--- config.mk ---
export PLATFORM = sky130hd
export DESIGN_NAME = circle_outline_fill_rasterizer
export DESIGN_NICKNAME = d
export VERILOG_FILES = /design/src/sv/cofr_pkg.sv /design/src/sv/circle_outline_fill_rasterizer.sv
export SDC_FILE = /design/constraint.sdc
export NUM_CORES = 1
export LEC_CHECK = 0
export BUFFER_PORTS_ARGS = -buffer_cell sky130_fd_sc_hd__buf_4
export CAP_MARGIN = 20
export CORE_MARGIN = 4
export CORE_UTILIZATION = 45
export DETAILED_ROUTE_END_ITERATION = 10
export SETUP_SLACK_MARGIN = 0.5
export SLEW_MARGIN = 20
export SYNTH_ARGS = -nofsm -noshare
export SYNTH_HDL_FRONTEND = slang
export SYNTH_SLANG_ARGS = --single-unit
--- constraint.sdc ---
create_clock -name clk -period 8.1 [get_ports clk]
set_clock_uncertainty 0.1 [all_clocks]
set_input_delay 0.405 -clock clk [delete_from_list [all_inputs] [get_ports clk]]
set_output_delay 0.405 -clock clk [all_outputs]
set_load 0.01 [all_outputs]
--- src/sv/cofr_pkg.sv ---
// shared types, constants and octant mapping for the circle outline and fill rasterizer
package cofr_pkg;

    localparam int COORD_W    = 8;
    localparam int RADIUS_W   = 8;
    localparam int COLOR_W    = 16;
    localparam int OFFSET_W   = 10;
    localparam int DECISION_W = 12;
    localparam int POINT_W    = 11;
    localparam int CFG_INDEX_W = 2;
    localparam int CFG_DATA_W  = 8;
    localparam int POINT_IDX_W = 3;

    localparam int MAX_RADIUS_DEF = 255;

    localparam logic [COORD_W-1:0] COLUMNS_RESET = 8'd162;
    localparam logic [COORD_W-1:0] LINES_RESET   = 8'd132;

    localparam logic [POINT_IDX_W-1:0] LAST_POINT = 3'd7;

    // command codes
    localparam logic CMD_START = 1'b0;
    localparam logic CMD_STEP  = 1'b1;

    // configuration register indexes
    localparam logic [CFG_INDEX_W-1:0] REG_COLUMNS = 2'd0;
    localparam logic [CFG_INDEX_W-1:0] REG_LINES   = 2'd1;

    typedef enum logic [1:0] {
        PH_IDLE    = 2'd0,
        PH_OUTLINE = 2'd1,
        PH_FILL    = 2'd2
    } phase_t;

    typedef logic signed [OFFSET_W-1:0]   offset_t;
    typedef logic signed [DECISION_W-1:0] decision_t;
    typedef logic signed [POINT_W-1:0]    point_t;

    // midpoint loop variables
    typedef struct packed {
        offset_t   x;
        offset_t   y;
        decision_t d;
    } loop_t;

    // how one of the eight mirrored points is formed from (a, b)
    typedef struct packed {
        logic swap;
        logic neg_x;
        logic neg_y;
    } octant_t;

    function automatic octant_t octant_map(input logic [POINT_IDX_W-1:0] k);
        octant_t o;
        o.swap  = (k == 3'd2) || (k == 3'd3) || (k == 3'd6) || (k == 3'd7);
        o.neg_x = (k == 3'd1) || (k == 3'd2) || (k == 3'd3) || (k == 3'd4);
        o.neg_y = (k == 3'd3) || (k == 3'd4) || (k == 3'd5) || (k == 3'd6);
        return o;
    endfunction

endpackage

--- src/sv/circle_outline_fill_rasterizer.sv ---
// midpoint circle rasterizer with outline and optional fill pass, top level
// A start beat (command 0) loads center, radius, colors and fill flag and gives
// no result; a start whose center column exceeds columns or whose center row is at least lines
// leaves the block idle. Each step beat (command 1) advances the circle state in the cycle it
// is taken (one midpoint iteration in the outline pass; one span position in the fill pass,
// with an iteration once the span is done) and hands its eight mirrored points to the output,
// one beat per cycle while out_ready is high; a step while idle gives a single all-zero beat
// with last_of_step and done_res set. The output stage holds one step at a time: the next item
// is taken in the same cycle the final point of the current step leaves.
// After the outline, with the fill flag set and a radius of at least one, the fill pass reruns
// the loop on radius minus one and gives eight points per span position in the fill color.
// Clipped points come out with visible 0 and zero coordinates but keep their color.
module circle_outline_fill_rasterizer #(
    parameter int MAX_RADIUS = cofr_pkg::MAX_RADIUS_DEF
) (
    input  logic                                 clk,
    input  logic                                 rst_n,
    // configuration write channel
    input  logic                                 cfg_valid,
    output logic                                 cfg_ready,
    input  logic [cofr_pkg::CFG_INDEX_W-1:0]     cfg_index,
    input  logic [cofr_pkg::CFG_DATA_W-1:0]      cfg_data,
    // input channel
    input  logic                                 in_valid,
    output logic                                 in_ready,
    input  logic                                 command,
    input  logic [cofr_pkg::COORD_W-1:0]         center_x,
    input  logic [cofr_pkg::COORD_W-1:0]         center_y,
    input  logic [cofr_pkg::RADIUS_W-1:0]        radius,
    input  logic [cofr_pkg::COLOR_W-1:0]         line_color,
    input  logic [cofr_pkg::COLOR_W-1:0]         fill_color,
    input  logic                                 fill_enable,
    // result channel
    output logic                                 out_valid,
    input  logic                                 out_ready,
    output logic [cofr_pkg::COORD_W-1:0]         pixel_x,
    output logic [cofr_pkg::COORD_W-1:0]         pixel_y,
    output logic [cofr_pkg::COLOR_W-1:0]         pixel_color,
    output logic                                 visible,
    output logic                                 last_of_step,
    output logic                                 done_res
);

    // radius cap, clamped to what the radius field can carry
    localparam int RAD_FIELD_MAX = (2 ** cofr_pkg::RADIUS_W) - 1;
    localparam int RAD_CAP       = (MAX_RADIUS > RAD_FIELD_MAX) ? RAD_FIELD_MAX : MAX_RADIUS;
    localparam logic [cofr_pkg::RADIUS_W-1:0] RAD_LIMIT = cofr_pkg::RADIUS_W'(RAD_CAP);

    // clip bounds
    logic [cofr_pkg::COORD_W-1:0] columns_reg;
    logic [cofr_pkg::COORD_W-1:0] lines_reg;

    // circle state
    cofr_pkg::phase_t             phase_reg, phase_next;
    logic [cofr_pkg::COORD_W-1:0] center_col_reg, center_col_next;
    logic [cofr_pkg::COORD_W-1:0] center_row_reg, center_row_next;
    cofr_pkg::offset_t            offset_x_reg, offset_x_next;
    cofr_pkg::offset_t            offset_y_reg, offset_y_next;
    cofr_pkg::offset_t            span_pos_reg, span_pos_next;
    cofr_pkg::decision_t          decision_reg, decision_next;
    logic [cofr_pkg::RADIUS_W-1:0] saved_radius_reg, saved_radius_next;
    logic [cofr_pkg::COLOR_W-1:0] saved_line_color_reg, saved_line_color_next;
    logic [cofr_pkg::COLOR_W-1:0] saved_fill_color_reg, saved_fill_color_next;
    logic                         saved_fill_flag_reg, saved_fill_flag_next;

    // output stage: snapshot of one step, walked point by point
    logic                             em_busy_reg, em_busy_next;
    logic [cofr_pkg::POINT_IDX_W-1:0] em_idx_reg, em_idx_next;
    logic                             em_idle_reg, em_idle_next;
    logic                             em_done_reg, em_done_next;
    logic [cofr_pkg::COORD_W-1:0]     em_cx_reg, em_cx_next;
    logic [cofr_pkg::COORD_W-1:0]     em_cy_reg, em_cy_next;
    cofr_pkg::offset_t                em_a_reg, em_a_next;
    cofr_pkg::offset_t                em_b_reg, em_b_next;
    logic [cofr_pkg::COLOR_W-1:0]     em_color_reg, em_color_next;

    logic in_fire;
    logic out_fire;
    logic out_last;
    logic step_fire;

    // one midpoint iteration
    function automatic cofr_pkg::loop_t advance(input cofr_pkg::offset_t x,
                                                input cofr_pkg::offset_t y,
                                                input cofr_pkg::decision_t d);
        cofr_pkg::loop_t   l;
        cofr_pkg::decision_t dx;
        cofr_pkg::decision_t dy;
        dx = cofr_pkg::DECISION_W'(x);
        dy = cofr_pkg::DECISION_W'(y);
        if (d < 0)
        begin
            l.d = d + (dx <<< 2) + 12'sd6;
            l.y = y;
        end
        else
        begin
            l.d = d + ((dx - dy) <<< 2) + 12'sd10;
            l.y = y - 10'sd1;
        end
        l.x = x + 10'sd1;
        return l;
    endfunction

    // loop start for radius r
    function automatic cofr_pkg::loop_t loop_init(input logic [cofr_pkg::RADIUS_W-1:0] r);
        cofr_pkg::loop_t l;
        l.x = '0;
        l.y = cofr_pkg::OFFSET_W'({1'b0, r});
        l.d = 12'sd3 - (cofr_pkg::DECISION_W'({1'b0, r}) <<< 1);
        return l;
    endfunction

    assign cfg_ready = 1'b1;

    // a new item may enter once the current step has shown its final point
    assign out_valid = em_busy_reg;
    assign out_last  = em_idle_reg || (em_idx_reg == cofr_pkg::LAST_POINT);
    assign out_fire  = out_valid && out_ready;
    assign in_ready  = !em_busy_reg || (out_last && out_ready);
    assign in_fire   = in_valid && in_ready;
    assign step_fire = in_fire && (command == cofr_pkg::CMD_STEP);

    always_ff @(posedge clk or negedge rst_n)
    begin
        if (!rst_n)
        begin
            columns_reg <= cofr_pkg::COLUMNS_RESET;
            lines_reg   <= cofr_pkg::LINES_RESET;
        end
        else if (cfg_valid && cfg_ready)
        begin
            if (cfg_index == cofr_pkg::REG_COLUMNS)
            begin
                columns_reg <= cfg_data;
            end
            else if (cfg_index == cofr_pkg::REG_LINES)
            begin
                lines_reg <= cfg_data;
            end
        end
    end

    // next state of the circle and of the output stage
    always_comb
    begin
        cofr_pkg::loop_t               adv;
        cofr_pkg::loop_t               init;
        cofr_pkg::offset_t             span_inc;
        logic [cofr_pkg::RADIUS_W-1:0] r_sat;

        phase_next            = phase_reg;
        center_col_next       = center_col_reg;
        center_row_next       = center_row_reg;
        offset_x_next         = offset_x_reg;
        offset_y_next         = offset_y_reg;
        span_pos_next         = span_pos_reg;
        decision_next         = decision_reg;
        saved_radius_next     = saved_radius_reg;
        saved_line_color_next = saved_line_color_reg;
        saved_fill_color_next = saved_fill_color_reg;
        saved_fill_flag_next  = saved_fill_flag_reg;

        em_busy_next  = em_busy_reg;
        em_idx_next   = em_idx_reg;
        em_idle_next  = em_idle_reg;
        em_done_next  = em_done_reg;
        em_cx_next    = em_cx_reg;
        em_cy_next    = em_cy_reg;
        em_a_next     = em_a_reg;
        em_b_next     = em_b_reg;
        em_color_next = em_color_reg;

        adv      = advance(offset_x_reg, offset_y_reg, decision_reg);
        init     = loop_init(saved_radius_reg - 8'd1);
        span_inc = span_pos_reg + 10'sd1;
        r_sat    = (radius > RAD_LIMIT) ? RAD_LIMIT : radius;

        // walk the points of the current step
        if (out_fire)
        begin
            if (out_last)
            begin
                em_busy_next = 1'b0;
            end
            else
            begin
                em_idx_next = em_idx_reg + 3'd1;
            end
        end

        if (in_fire && (command == cofr_pkg::CMD_START))
        begin
            center_col_next       = center_x;
            center_row_next       = center_y;
            saved_radius_next     = r_sat;
            saved_line_color_next = line_color;
            saved_fill_color_next = fill_color;
            saved_fill_flag_next  = fill_enable;
            if ((center_x > columns_reg) || (center_y >= lines_reg))
            begin
                phase_next = cofr_pkg::PH_IDLE;
            end
            else
            begin
                init          = loop_init(r_sat);
                offset_x_next = init.x;
                offset_y_next = init.y;
                span_pos_next = '0;
                decision_next = init.d;
                phase_next    = cofr_pkg::PH_OUTLINE;
            end
        end
        else if (step_fire)
        begin
            em_busy_next = 1'b1;
            em_idx_next  = '0;
            em_cx_next   = center_col_reg;
            em_cy_next   = center_row_reg;
            em_idle_next = 1'b0;
            unique case (phase_reg)
                cofr_pkg::PH_OUTLINE:
                begin
                    em_a_next     = offset_x_reg;
                    em_b_next     = offset_y_reg;
                    em_color_next = saved_line_color_reg;
                    offset_x_next = adv.x;
                    offset_y_next = adv.y;
                    decision_next = adv.d;
                    if (adv.x > adv.y)
                    begin
                        if (saved_fill_flag_reg && (saved_radius_reg != '0))
                        begin
                            offset_x_next = init.x;
                            offset_y_next = init.y;
                            span_pos_next = '0;
                            decision_next = init.d;
                            phase_next    = cofr_pkg::PH_FILL;
                        end
                        else
                        begin
                            phase_next = cofr_pkg::PH_IDLE;
                        end
                    end
                end
                cofr_pkg::PH_FILL:
                begin
                    em_a_next     = offset_x_reg;
                    em_b_next     = span_pos_reg;
                    em_color_next = saved_fill_color_reg;
                    span_pos_next = span_inc;
                    if (span_inc > offset_y_reg)
                    begin
                        offset_x_next = adv.x;
                        offset_y_next = adv.y;
                        decision_next = adv.d;
                        span_pos_next = adv.x;
                        if (adv.x > adv.y)
                        begin
                            phase_next = cofr_pkg::PH_IDLE;
                        end
                    end
                end
                default:
                begin
                    // idle step: one blank beat
                    em_idle_next  = 1'b1;
                    em_a_next     = '0;
                    em_b_next     = '0;
                    em_color_next = '0;
                end
            endcase
            em_done_next = (phase_next == cofr_pkg::PH_IDLE);
        end
    end

    always_ff @(posedge clk or negedge rst_n)
    begin
        if (!rst_n)
        begin
            phase_reg            <= cofr_pkg::PH_IDLE;
            center_col_reg       <= '0;
            center_row_reg       <= '0;
            offset_x_reg         <= '0;
            offset_y_reg         <= '0;
            span_pos_reg         <= '0;
            decision_reg         <= '0;
            saved_radius_reg     <= '0;
            saved_line_color_reg <= '0;
            saved_fill_color_reg <= '0;
            saved_fill_flag_reg  <= 1'b0;
            em_busy_reg          <= 1'b0;
            em_idx_reg           <= '0;
            em_idle_reg          <= 1'b0;
            em_done_reg          <= 1'b0;
        end
        else
        begin
            phase_reg            <= phase_next;
            center_col_reg       <= center_col_next;
            center_row_reg       <= center_row_next;
            offset_x_reg         <= offset_x_next;
            offset_y_reg         <= offset_y_next;
            span_pos_reg         <= span_pos_next;
            decision_reg         <= decision_next;
            saved_radius_reg     <= saved_radius_next;
            saved_line_color_reg <= saved_line_color_next;
            saved_fill_color_reg <= saved_fill_color_next;
            saved_fill_flag_reg  <= saved_fill_flag_next;
            em_busy_reg          <= em_busy_next;
            em_idx_reg           <= em_idx_next;
            em_idle_reg          <= em_idle_next;
            em_done_reg          <= em_done_next;
        end
    end

    // step snapshot payload, no reset needed
    always_ff @(posedge clk)
    begin
        em_cx_reg    <= em_cx_next;
        em_cy_reg    <= em_cy_next;
        em_a_reg     <= em_a_next;
        em_b_reg     <= em_b_next;
        em_color_reg <= em_color_next;
    end

    // mirror the snapshot into the current point and clip it
    always_comb
    begin
        cofr_pkg::octant_t oct;
        cofr_pkg::point_t  u;
        cofr_pkg::point_t  v;
        cofr_pkg::point_t  px;
        cofr_pkg::point_t  py;
        logic              vis;

        oct = cofr_pkg::octant_map(em_idx_reg);
        u   = oct.swap ? cofr_pkg::POINT_W'(em_b_reg) : cofr_pkg::POINT_W'(em_a_reg);
        v   = oct.swap ? cofr_pkg::POINT_W'(em_a_reg) : cofr_pkg::POINT_W'(em_b_reg);
        px  = $signed({3'b000, em_cx_reg}) + (oct.neg_x ? -u : u);
        py  = $signed({3'b000, em_cy_reg}) + (oct.neg_y ? -v : v);
        vis = (px >= 0) && (py >= 0)
              && (px <= $signed({3'b000, columns_reg}))
              && (py <= $signed({3'b000, lines_reg}))
              && !em_idle_reg;

        pixel_x      = vis ? px[cofr_pkg::COORD_W-1:0] : '0;
        pixel_y      = vis ? py[cofr_pkg::COORD_W-1:0] : '0;
        pixel_color  = em_color_reg;
        visible      = vis;
        last_of_step = out_last;
        done_res     = em_done_reg || em_idle_reg;
    end

endmodule

==> impl_metrics.csv, run 1 <==
group,metric,value,unit
run_status,status,"completed",
cells_and_area,antenna-diode-count,0,
timing,report.final.setup_viol,0,
routing,detailroute.via_count,10243,
floorplanning,die-area,30500,sq um
routing,drt-total-wl,34100,um
timing,finalHoldViolations,0,
setup_path,setup.worst_path.class,"reg2out",
timing,layout_setup_ws,1.19,ns
floorplanning,rows,60,
placed_design,gp_congestion,0.932,
timing,fin_crit_sh,85.3,%
clock_tree,clock_tree.htree_level_count,4,
global_routing,grt_use_total,22.4,%
synth,post_synth_num_cell_types,72,
routing,route.detailed.drc,0,
clock_tree,worstSkewPairLatency,0.44,ns
timing,max_freq,145,MHz
routing,detail_route.iter0.violations,658,
hold_path,hold_path.class,"in2reg",
floorplanning,initial_core_util,46.1,%
floorplanning,chipWidth,175,um
timing,timing_worst_slew_pin_value,1.06,ns
setup_path,worst_setup_path_start_kind,"flip-flop",
clock_tree,root_buffer,"sky130_fd_sc_hd__clkbuf_16",
setup_path,cp_num_cells,26,
clock_tree,clkTransAtPathRegs,0.08,ns
power_and_ir_drop,fin_total_pwr,6.62,mW
clock_tree,cts_tree,"done",
flow_run,max_cap_viol_count,0,
global_routing,grt_pass1_wl,55200,um
synth,dominantRegCellSynth,"sky130_fd_sc_hd__dfrtp_1",
synth,synth-seq-cells,174,
timing,slew_headroom,29.4,%
placed_design,hpwl,26100,um
timing,period_needed,6.91,ns
cells_and_area,top_library_cells_by_usage_in_the_layout_fill_and_taps_aside,"sky130_fd_sc_hd__nand2_1, sky130_fd_sc_hd__ha_1, sky130_fd_sc_hd__buf_4",
synth,number_of_enable_flip_flop_cells_after_synthesis,52,
routing,drt-vias-per-instance,5.50,
setup_path,critical_path.max_stage_delay,0.58,ns
placed_design,io_buffers,109,
setup_path,crit_family,"simple AND/OR/NAND/NOR gates",
clock_tree,cts_max_path_buffers,2,
global_routing,grt_pass1_vias,9937,
setup_path,critPathCaptureType,"output port",
clock_tree,post_cts.repair.setup_buffers,0,
setup_path,crit_path_top_delay_cell,"sky130_fd_sc_hd__or3_1",
cells_and_area,nNetsFinal,1686,
routing,antenna_left,0,
power_and_ir_drop,irDropWorstVdd,0.535,mV
clock_tree,clock-sinks,174,
floorplanning,boundaryPins,111,
setup_path,r2r.worst_path.cells,11,
cells_and_area,layout_cells_sized_above_1,13.2,%
setup_path,critical_path.max_fanout,11,
timing,rsz_0062_raised_after_global_routing,"no",
synth,postSynthAreaPerCell,8.98,sq um
global_routing,grt_max_degree,79,
synth,async_reset_ff_share,70.1,%
synth,synth_warnings,0,
synth,post_synth_instance_area,12500,sq um
cells_and_area,synthToLayoutAreaGrowth,14.5,%
cells_and_area,layout_commonest_cell,"sky130_fd_sc_hd__nand2_1",
timing,final_max_slew_viols,0,
synth,synthCells,1390,
global_routing,overflow,0,
power_and_ir_drop,p_leak,6.57,nW
routing,drt-pass1-iter-count,6,
synth,syn-num-nets,1598,
setup_path,minimum_setup_slack_among_reg_to_reg_paths,3.20,ns
setup_path,critical_path.n_buffers_inverters,2,
hold_path,hold-path-cell-count,3,
floorplanning,placeableCoreArea,27100,sq um
routing,drt-wirelength-per-cell,18.3,um
clock_tree,numCtsBuffers,17,
setup_path,worst-endpoint-required,7.60,ns
cells_and_area,finish.utilization,52.8,%
placed_design,placement.setup.worst_slack,1.77,ns
synth,synth_seq_area_share,37.0,%
global_routing,initial_antenna_violation_count,0,
timing,setup_total_negative_slack,0,ns
setup_path,cp.arrival,6.40,ns
power_and_ir_drop,power_density,463,nW/um^2
floorplanning,floorplan.die.height,175,um
per-layer routing:
metal  part of all wire (%)  track usage (%)  routed length [um]  vias up
met5                      0                0                   0        -
met4                    1.3             4.84                 448        0
met3                    3.4             2.65                1170       30
met2                     48             37.8               16500      216
met1                     47             31.3               16000     4904
li1                       -                -                   -     5093
synth_stat cells (27+ instances only):
cell | number | area, sq um
sky130_fd_sc_hd__nand2_1 | 248 | 931
sky130_fd_sc_hd__ha_1 | 130 | 1630
sky130_fd_sc_hd__dfrtp_1 | 117 | 2930
sky130_fd_sc_hd__nor2_1 | 103 | 387
sky130_fd_sc_hd__inv_1 | 80 | 300
sky130_fd_sc_hd__a21oi_1 | 66 | 330
sky130_fd_sc_hd__o21ai_0 | 66 | 330
sky130_fd_sc_hd__xnor2_1 | 66 | 578
sky130_fd_sc_hd__edfxtp_1 | 52 | 1560
sky130_fd_sc_hd__clkbuf_1 | 36 | 135
sky130_fd_sc_hd__a22o_1 | 35 | 307
sky130_fd_sc_hd__nor3_1 | 33 | 165
sky130_fd_sc_hd__mux2i_1 | 28 | 280
sky130_fd_sc_hd__xor2_1 | 28 | 245
sky130_fd_sc_hd__nor2b_1 | 27 | 169
worst reg2reg max path: stages (launching register included):
cell	delay, ns
sky130_fd_sc_hd__dfrtp_1	0.42
sky130_fd_sc_hd__ha_1	0.24
sky130_fd_sc_hd__ha_1	0.24
sky130_fd_sc_hd__o21ai_0	0.39
sky130_fd_sc_hd__nand2_1	0.22
sky130_fd_sc_hd__nand3b_1	0.14
sky130_fd_sc_hd__buf_4	0.66
sky130_fd_sc_hd__nand2_1	0.51
sky130_fd_sc_hd__or2_2	0.45
sky130_fd_sc_hd__nand2b_1	0.76
sky130_fd_sc_hd__nor2_1	0.34
sky130_fd_sc_hd__a22o_1	0.32
cell type report:
| type | count | area (sq um) |
|---|---|---|
| Fill cell | 2570 | 12800 |
| Clock buffer | 18 | 429 |
| Tap cell | 372 | 465 |
| Multi-Input combinational cell | 1081 | 7350 |
| Timing Repair Buffer | 124 | 941 |
| Sequential cell | 174 | 4620 |
| Inverter | 80 | 300 |
| Clock inverter | 14 | 195 |
power by group:
group / internal, mW / switching, mW / total [mW]
Sequential: 1.20 / 0.242 / 1.44
Clock: 0.448 / 0.414 / 0.862
Combinational: 1.85 / 2.47 / 4.32
Total: 3.49 / 3.13 / 6.62
final timing paths:
check	startpoint	to
setup / recovery	em_idx_reg[0]$_DFF_PN0_	pixel_y[7]
hold / removal	line_color[6]	saved_line_color_reg[6]$_DFFE_PN0P_
setup reg to reg	em_idx_reg[0]$_DFF_PN0_	offset_x_reg[2]$_DFFE_PN0P_
hold reg to reg	center_col_reg[6]$_DFFE_PN0P_	em_cx_reg[6]$_DFFE_PP_
max in group asynchronous	rst_n	lines_reg[5]$_DFFE_PN0P_
min in group asynchronous	rst_n	decision_reg[5]$_DFFE_PN0P_
cells by family after synthesis:
group                      count (synthesis)  synth area share, %
and+or+nand+nor                          522                 19.1
AOI/OAI and AO/OA                        285                 15.3
DFF                                      174                 37.0
adders and majority gates                135                 13.8
buffers and inverters                    135                 4.29
xor gates and xnor gates                  95                 6.73
muxes                                     43                 3.69
other                                      1               0.0300
through the flow:
| step | instances | area [sq um] | hold slack [ns] |
|---|---|---|---|
| after floorplan | 1390 | 12500 | 0.00941 |
| after global placement | 1829 | 13600 | 0.329 |
| after detailed placement | 1830 | 13700 | 0.332 |
| after CTS | 1863 | 14300 | 0.0358 |
| after global routing | 1863 | 14300 | 0.0345 |
| final | 1863 | 14300 | 0.0458 |
timing repair:
action | in CTS | in global routing
gates resized for setup | 0 | 0
hold endpoints to repair | 43 | 0
hold buffers | 1 | 0
Note: power is estimated with default switching activity, not from simulation.
==> run 2, diff against run 1 <==
Settings changed: BUFFER_PORTS_ARGS -buffer_cell sky130_fd_sc_hd__buf_4 to -buffer_cell sky130_fd_sc_hd__buf_2, CORE_UTILIZATION 45 to 60, PLACE_DENSITY set to 0.8.
==> run 2 against run 1 <==
Against the previous run:
- setup slack worse by 0.030 ns
- critical endpoint is now pixel_y[4]
- clock-buffer cell count down 1
- final cell count fell by 5.6%
- first-iteration DRC count up 0.15%
- critical path type unchanged
- critical path depth grew 1
- non-clock buffer count decreased by 3
- routed wire length down 5.5%
- highest routed layer unchanged
- total power increased by 0.32%
- sequential power about the same
- via count is 4.1% higher
- global-route usage grew 5.1 points
==> impl_metrics.csv, run 2 (same netlist as run 1, synthesis figures left out) <==
group,metric,value,unit
routing,wirelength_met1,13600,um
floorplanning,floorplan.die.height,152,um
placed_design,postPlaceCellArea,13200,sq um
global_routing,grt_pass1_wl,52400,um
setup_path,worst-endpoint-required,7.60,ns
timing,fin_crit_sh,85.6,%
setup_path,setup.worst_path.class,"reg2out",
power_and_ir_drop,power_density,478,nW/um^2
cells_and_area,multi_input_comb_area,7360,sq um
routing,drt-vias-per-instance,6.07,
clock_tree,clkTransAtPathRegs,0.09,ns
setup_path,critical_path.max_fanout,25,
clock_tree,clock-sinks,174,
placed_design,gp_congestion,0.948,
timing,slew_headroom,35.6,%
routing,route.detailed.drc,0,
routing,routed.top_layer,"met4",
clock_tree,clock_tree.htree_level_count,4,
routing,drt-pass1-iter-count,5,
timing,max_freq,144,MHz
routing,drt-total-wl,32200,um
cells_and_area,layout_cells_sized_above_1,13.1,%
cells_and_area,layout_commonest_cell,"sky130_fd_sc_hd__nand2_1",
floorplanning,placeableCoreArea,20400,sq um
floorplanning,initial_core_util,61.3,%
placed_design,hpwl,24100,um
global_routing,overflow,0,
timing,layout_setup_ws,1.16,ns
flow_run,max_cap_viol_count,0,
routing,wl_met3,1930,um
global_routing,grt_max_degree,79,
hold_path,hold_path.class,"in2reg",
floorplanning,die-area,23200,sq um
cells_and_area,synthToLayoutAreaGrowth,11.4,%
routing,detail_route.iter0.violations,659,
clock_tree,root_buffer,"sky130_fd_sc_hd__clkbuf_16",
timing,final_max_slew_viols,0,
cells_and_area,number_of_inserted_filler_cells_in_the_final_layout,1633,
clock_tree,worstSkewPairLatency,0.45,ns
clock_tree,cts_tree,"done",
clock_tree,numCtsBuffers,17,
timing,rsz_0062_raised_after_global_routing,"no",
global_routing,grt_pass1_vias,10451,
floorplanning,chipWidth,152,um
routing,detailroute.wirelength.met2,15500,um
global_routing,initial_antenna_violation_count,0,
timing,finalHoldViolations,0,
routing,antenna_left,0,
clock_tree,cts_max_path_buffers,2,
routing,drt-wirelength-per-cell,18.3,um
placed_design,io_buffers,109,
cells_and_area,top_library_cells_by_usage_in_the_layout_fill_and_taps_aside,"sky130_fd_sc_hd__nand2_1, sky130_fd_sc_hd__ha_1, sky130_fd_sc_hd__dfrtp_1",
timing,setup_total_negative_slack,0,ns
floorplanning,boundaryPins,111,
cells_and_area,antenna-diode-count,0,
setup_path,worst_setup_path_start_kind,"flip-flop",
floorplanning,rows,52,
routing,detailroute.via_count,10663,
cells_and_area,nNetsFinal,1683,
setup_path,critPathCaptureType,"output port",
timing,period_needed,6.94,ns
global_routing,grt_use_total,27.5,%
clock_tree,post_cts.repair.setup_buffers,0,
run_status,status,"completed",
power_and_ir_drop,irDropWorstVdd,0.558,mV
setup_path,cp.arrival,6.43,ns
power_and_ir_drop,p_leak,6.49,nW
cells_and_area,stdcell_area,13900,sq um
timing,report.final.setup_viol,0,
timing,timing_worst_slew_pin_value,0.967,ns
clock_tree,post_cts_resized,0,
cells_and_area,seqCellArea,4620,sq um
placed_design,placement.setup.worst_slack,1.77,ns
-- run 2: cell types whose count changed in the layout (fill, tap and decap cells not counted), moves of 2 or more --
cell                       change
sky130_fd_sc_hd__clkinv_8      -2
sky130_fd_sc_hd__nor2b_4       +3
sky130_fd_sc_hd__inv_12        +6
sky130_fd_sc_hd__buf_2       +108
sky130_fd_sc_hd__buf_4       -110
sky130_fd_sc_hd__nor2b_2       -3
-- run 2: final cells by class --
type	count	share of cell area [%]
sequential	174	33.2
clock buffer	17	3.06
clock inverter	15	1.54
timing repair buffer	121	4.61
tap	270	2.43
multi-input combinational	1081	53.0
inverter	80	2.16
-- run 2: worst paths after layout --
| kind | start | to | slack (ns) | cells after the start |
|---|---|---|---|---|
| max | em_idx_reg[0]$_DFF_PN0_ | pixel_y[4] | 1.16 | 27 |
| min | fill_color[3] | saved_fill_color_reg[3]$_DFFE_PN0P_ | 0.04 | 3 |
| max reg2reg | em_idx_reg[0]$_DFF_PN0_ | offset_x_reg[2]$_DFFE_PN0P_ | 3.32 | 11 |
| min reg2reg | center_row_reg[4]$_DFFE_PN0P_ | em_cy_reg[4]$_DFFE_PP_ | 0.35 | 0 |
| max in group asynchronous | rst_n | columns_reg[0]$_DFFE_PN0P_ | 6.09 | 3 |
| min in group asynchronous | rst_n | decision_reg[5]$_DFFE_PN0P_ | 0.46 | 2 |
-- run 2: repair_timing --
action / 4_1_cts / 5_1_grt
setup endpoints to repair: 0 / 0
hold endpoints to repair: 38 / 0
hold buffers: 1 / 0
-- run 2: metrics by stage --
step	util, %	hold slack, ns	total power [mW]	std cells
floorplan	-	0.00941	4.69	1390
global placement	65.0	0.330	5.52	1725
detailed placement	65.0	0.330	5.67	1725
CTS	68.2	0.0375	6.60	1758
global route	68.3	0.0370	7.25	1758
finish	68.3	0.0395	6.64	1758
-- run 2: layer usage --
layer  GRT usage, %  vias up
met2           45.4      411
li1               -     5084
met3           5.48       96
met1           35.3     5072
met4           11.9        0
met5              0        -
-- run 2: critical path: stages, from the launching register on --
cell and delay, ns:
sky130_fd_sc_hd__dfrtp_1 0.42, sky130_fd_sc_hd__ha_1 0.24, sky130_fd_sc_hd__ha_1 0.27, sky130_fd_sc_hd__or3_1 0.38, sky130_fd_sc_hd__buf_4 0.25, sky130_fd_sc_hd__nand2_1 0.10, sky130_fd_sc_hd__nand2_1 0.07, sky130_fd_sc_hd__inv_1 0.06
sky130_fd_sc_hd__ha_1 0.22, sky130_fd_sc_hd__nand2_1 0.06, sky130_fd_sc_hd__o21ai_0 0.17, sky130_fd_sc_hd__ha_1 0.34, sky130_fd_sc_hd__a21oi_1 0.16, sky130_fd_sc_hd__o21ai_0 0.16, sky130_fd_sc_hd__o31a_1 0.32, sky130_fd_sc_hd__o21ai_0 0.17
sky130_fd_sc_hd__nand2_1 0.08, sky130_fd_sc_hd__xor2_1 0.16, sky130_fd_sc_hd__ha_1 0.30, sky130_fd_sc_hd__nand2_1 0.08, sky130_fd_sc_hd__nor3_1 0.27, sky130_fd_sc_hd__nor2_1 0.08, sky130_fd_sc_hd__a311o_1 0.36, sky130_fd_sc_hd__a2111oi_4 0.27
sky130_fd_sc_hd__nand4_1 0.15, sky130_fd_sc_hd__nor2_1 0.47, sky130_fd_sc_hd__and3_1 0.25, sky130_fd_sc_hd__buf_2 0.13
-- run 2: power by group --
group          internal (mW)  leakage, nW  switching, mW
registers               1.19         2.00          0.240
clock network          0.436        0.308          0.445
logic                   1.82         4.18           2.50
total                   3.45         6.49           3.19
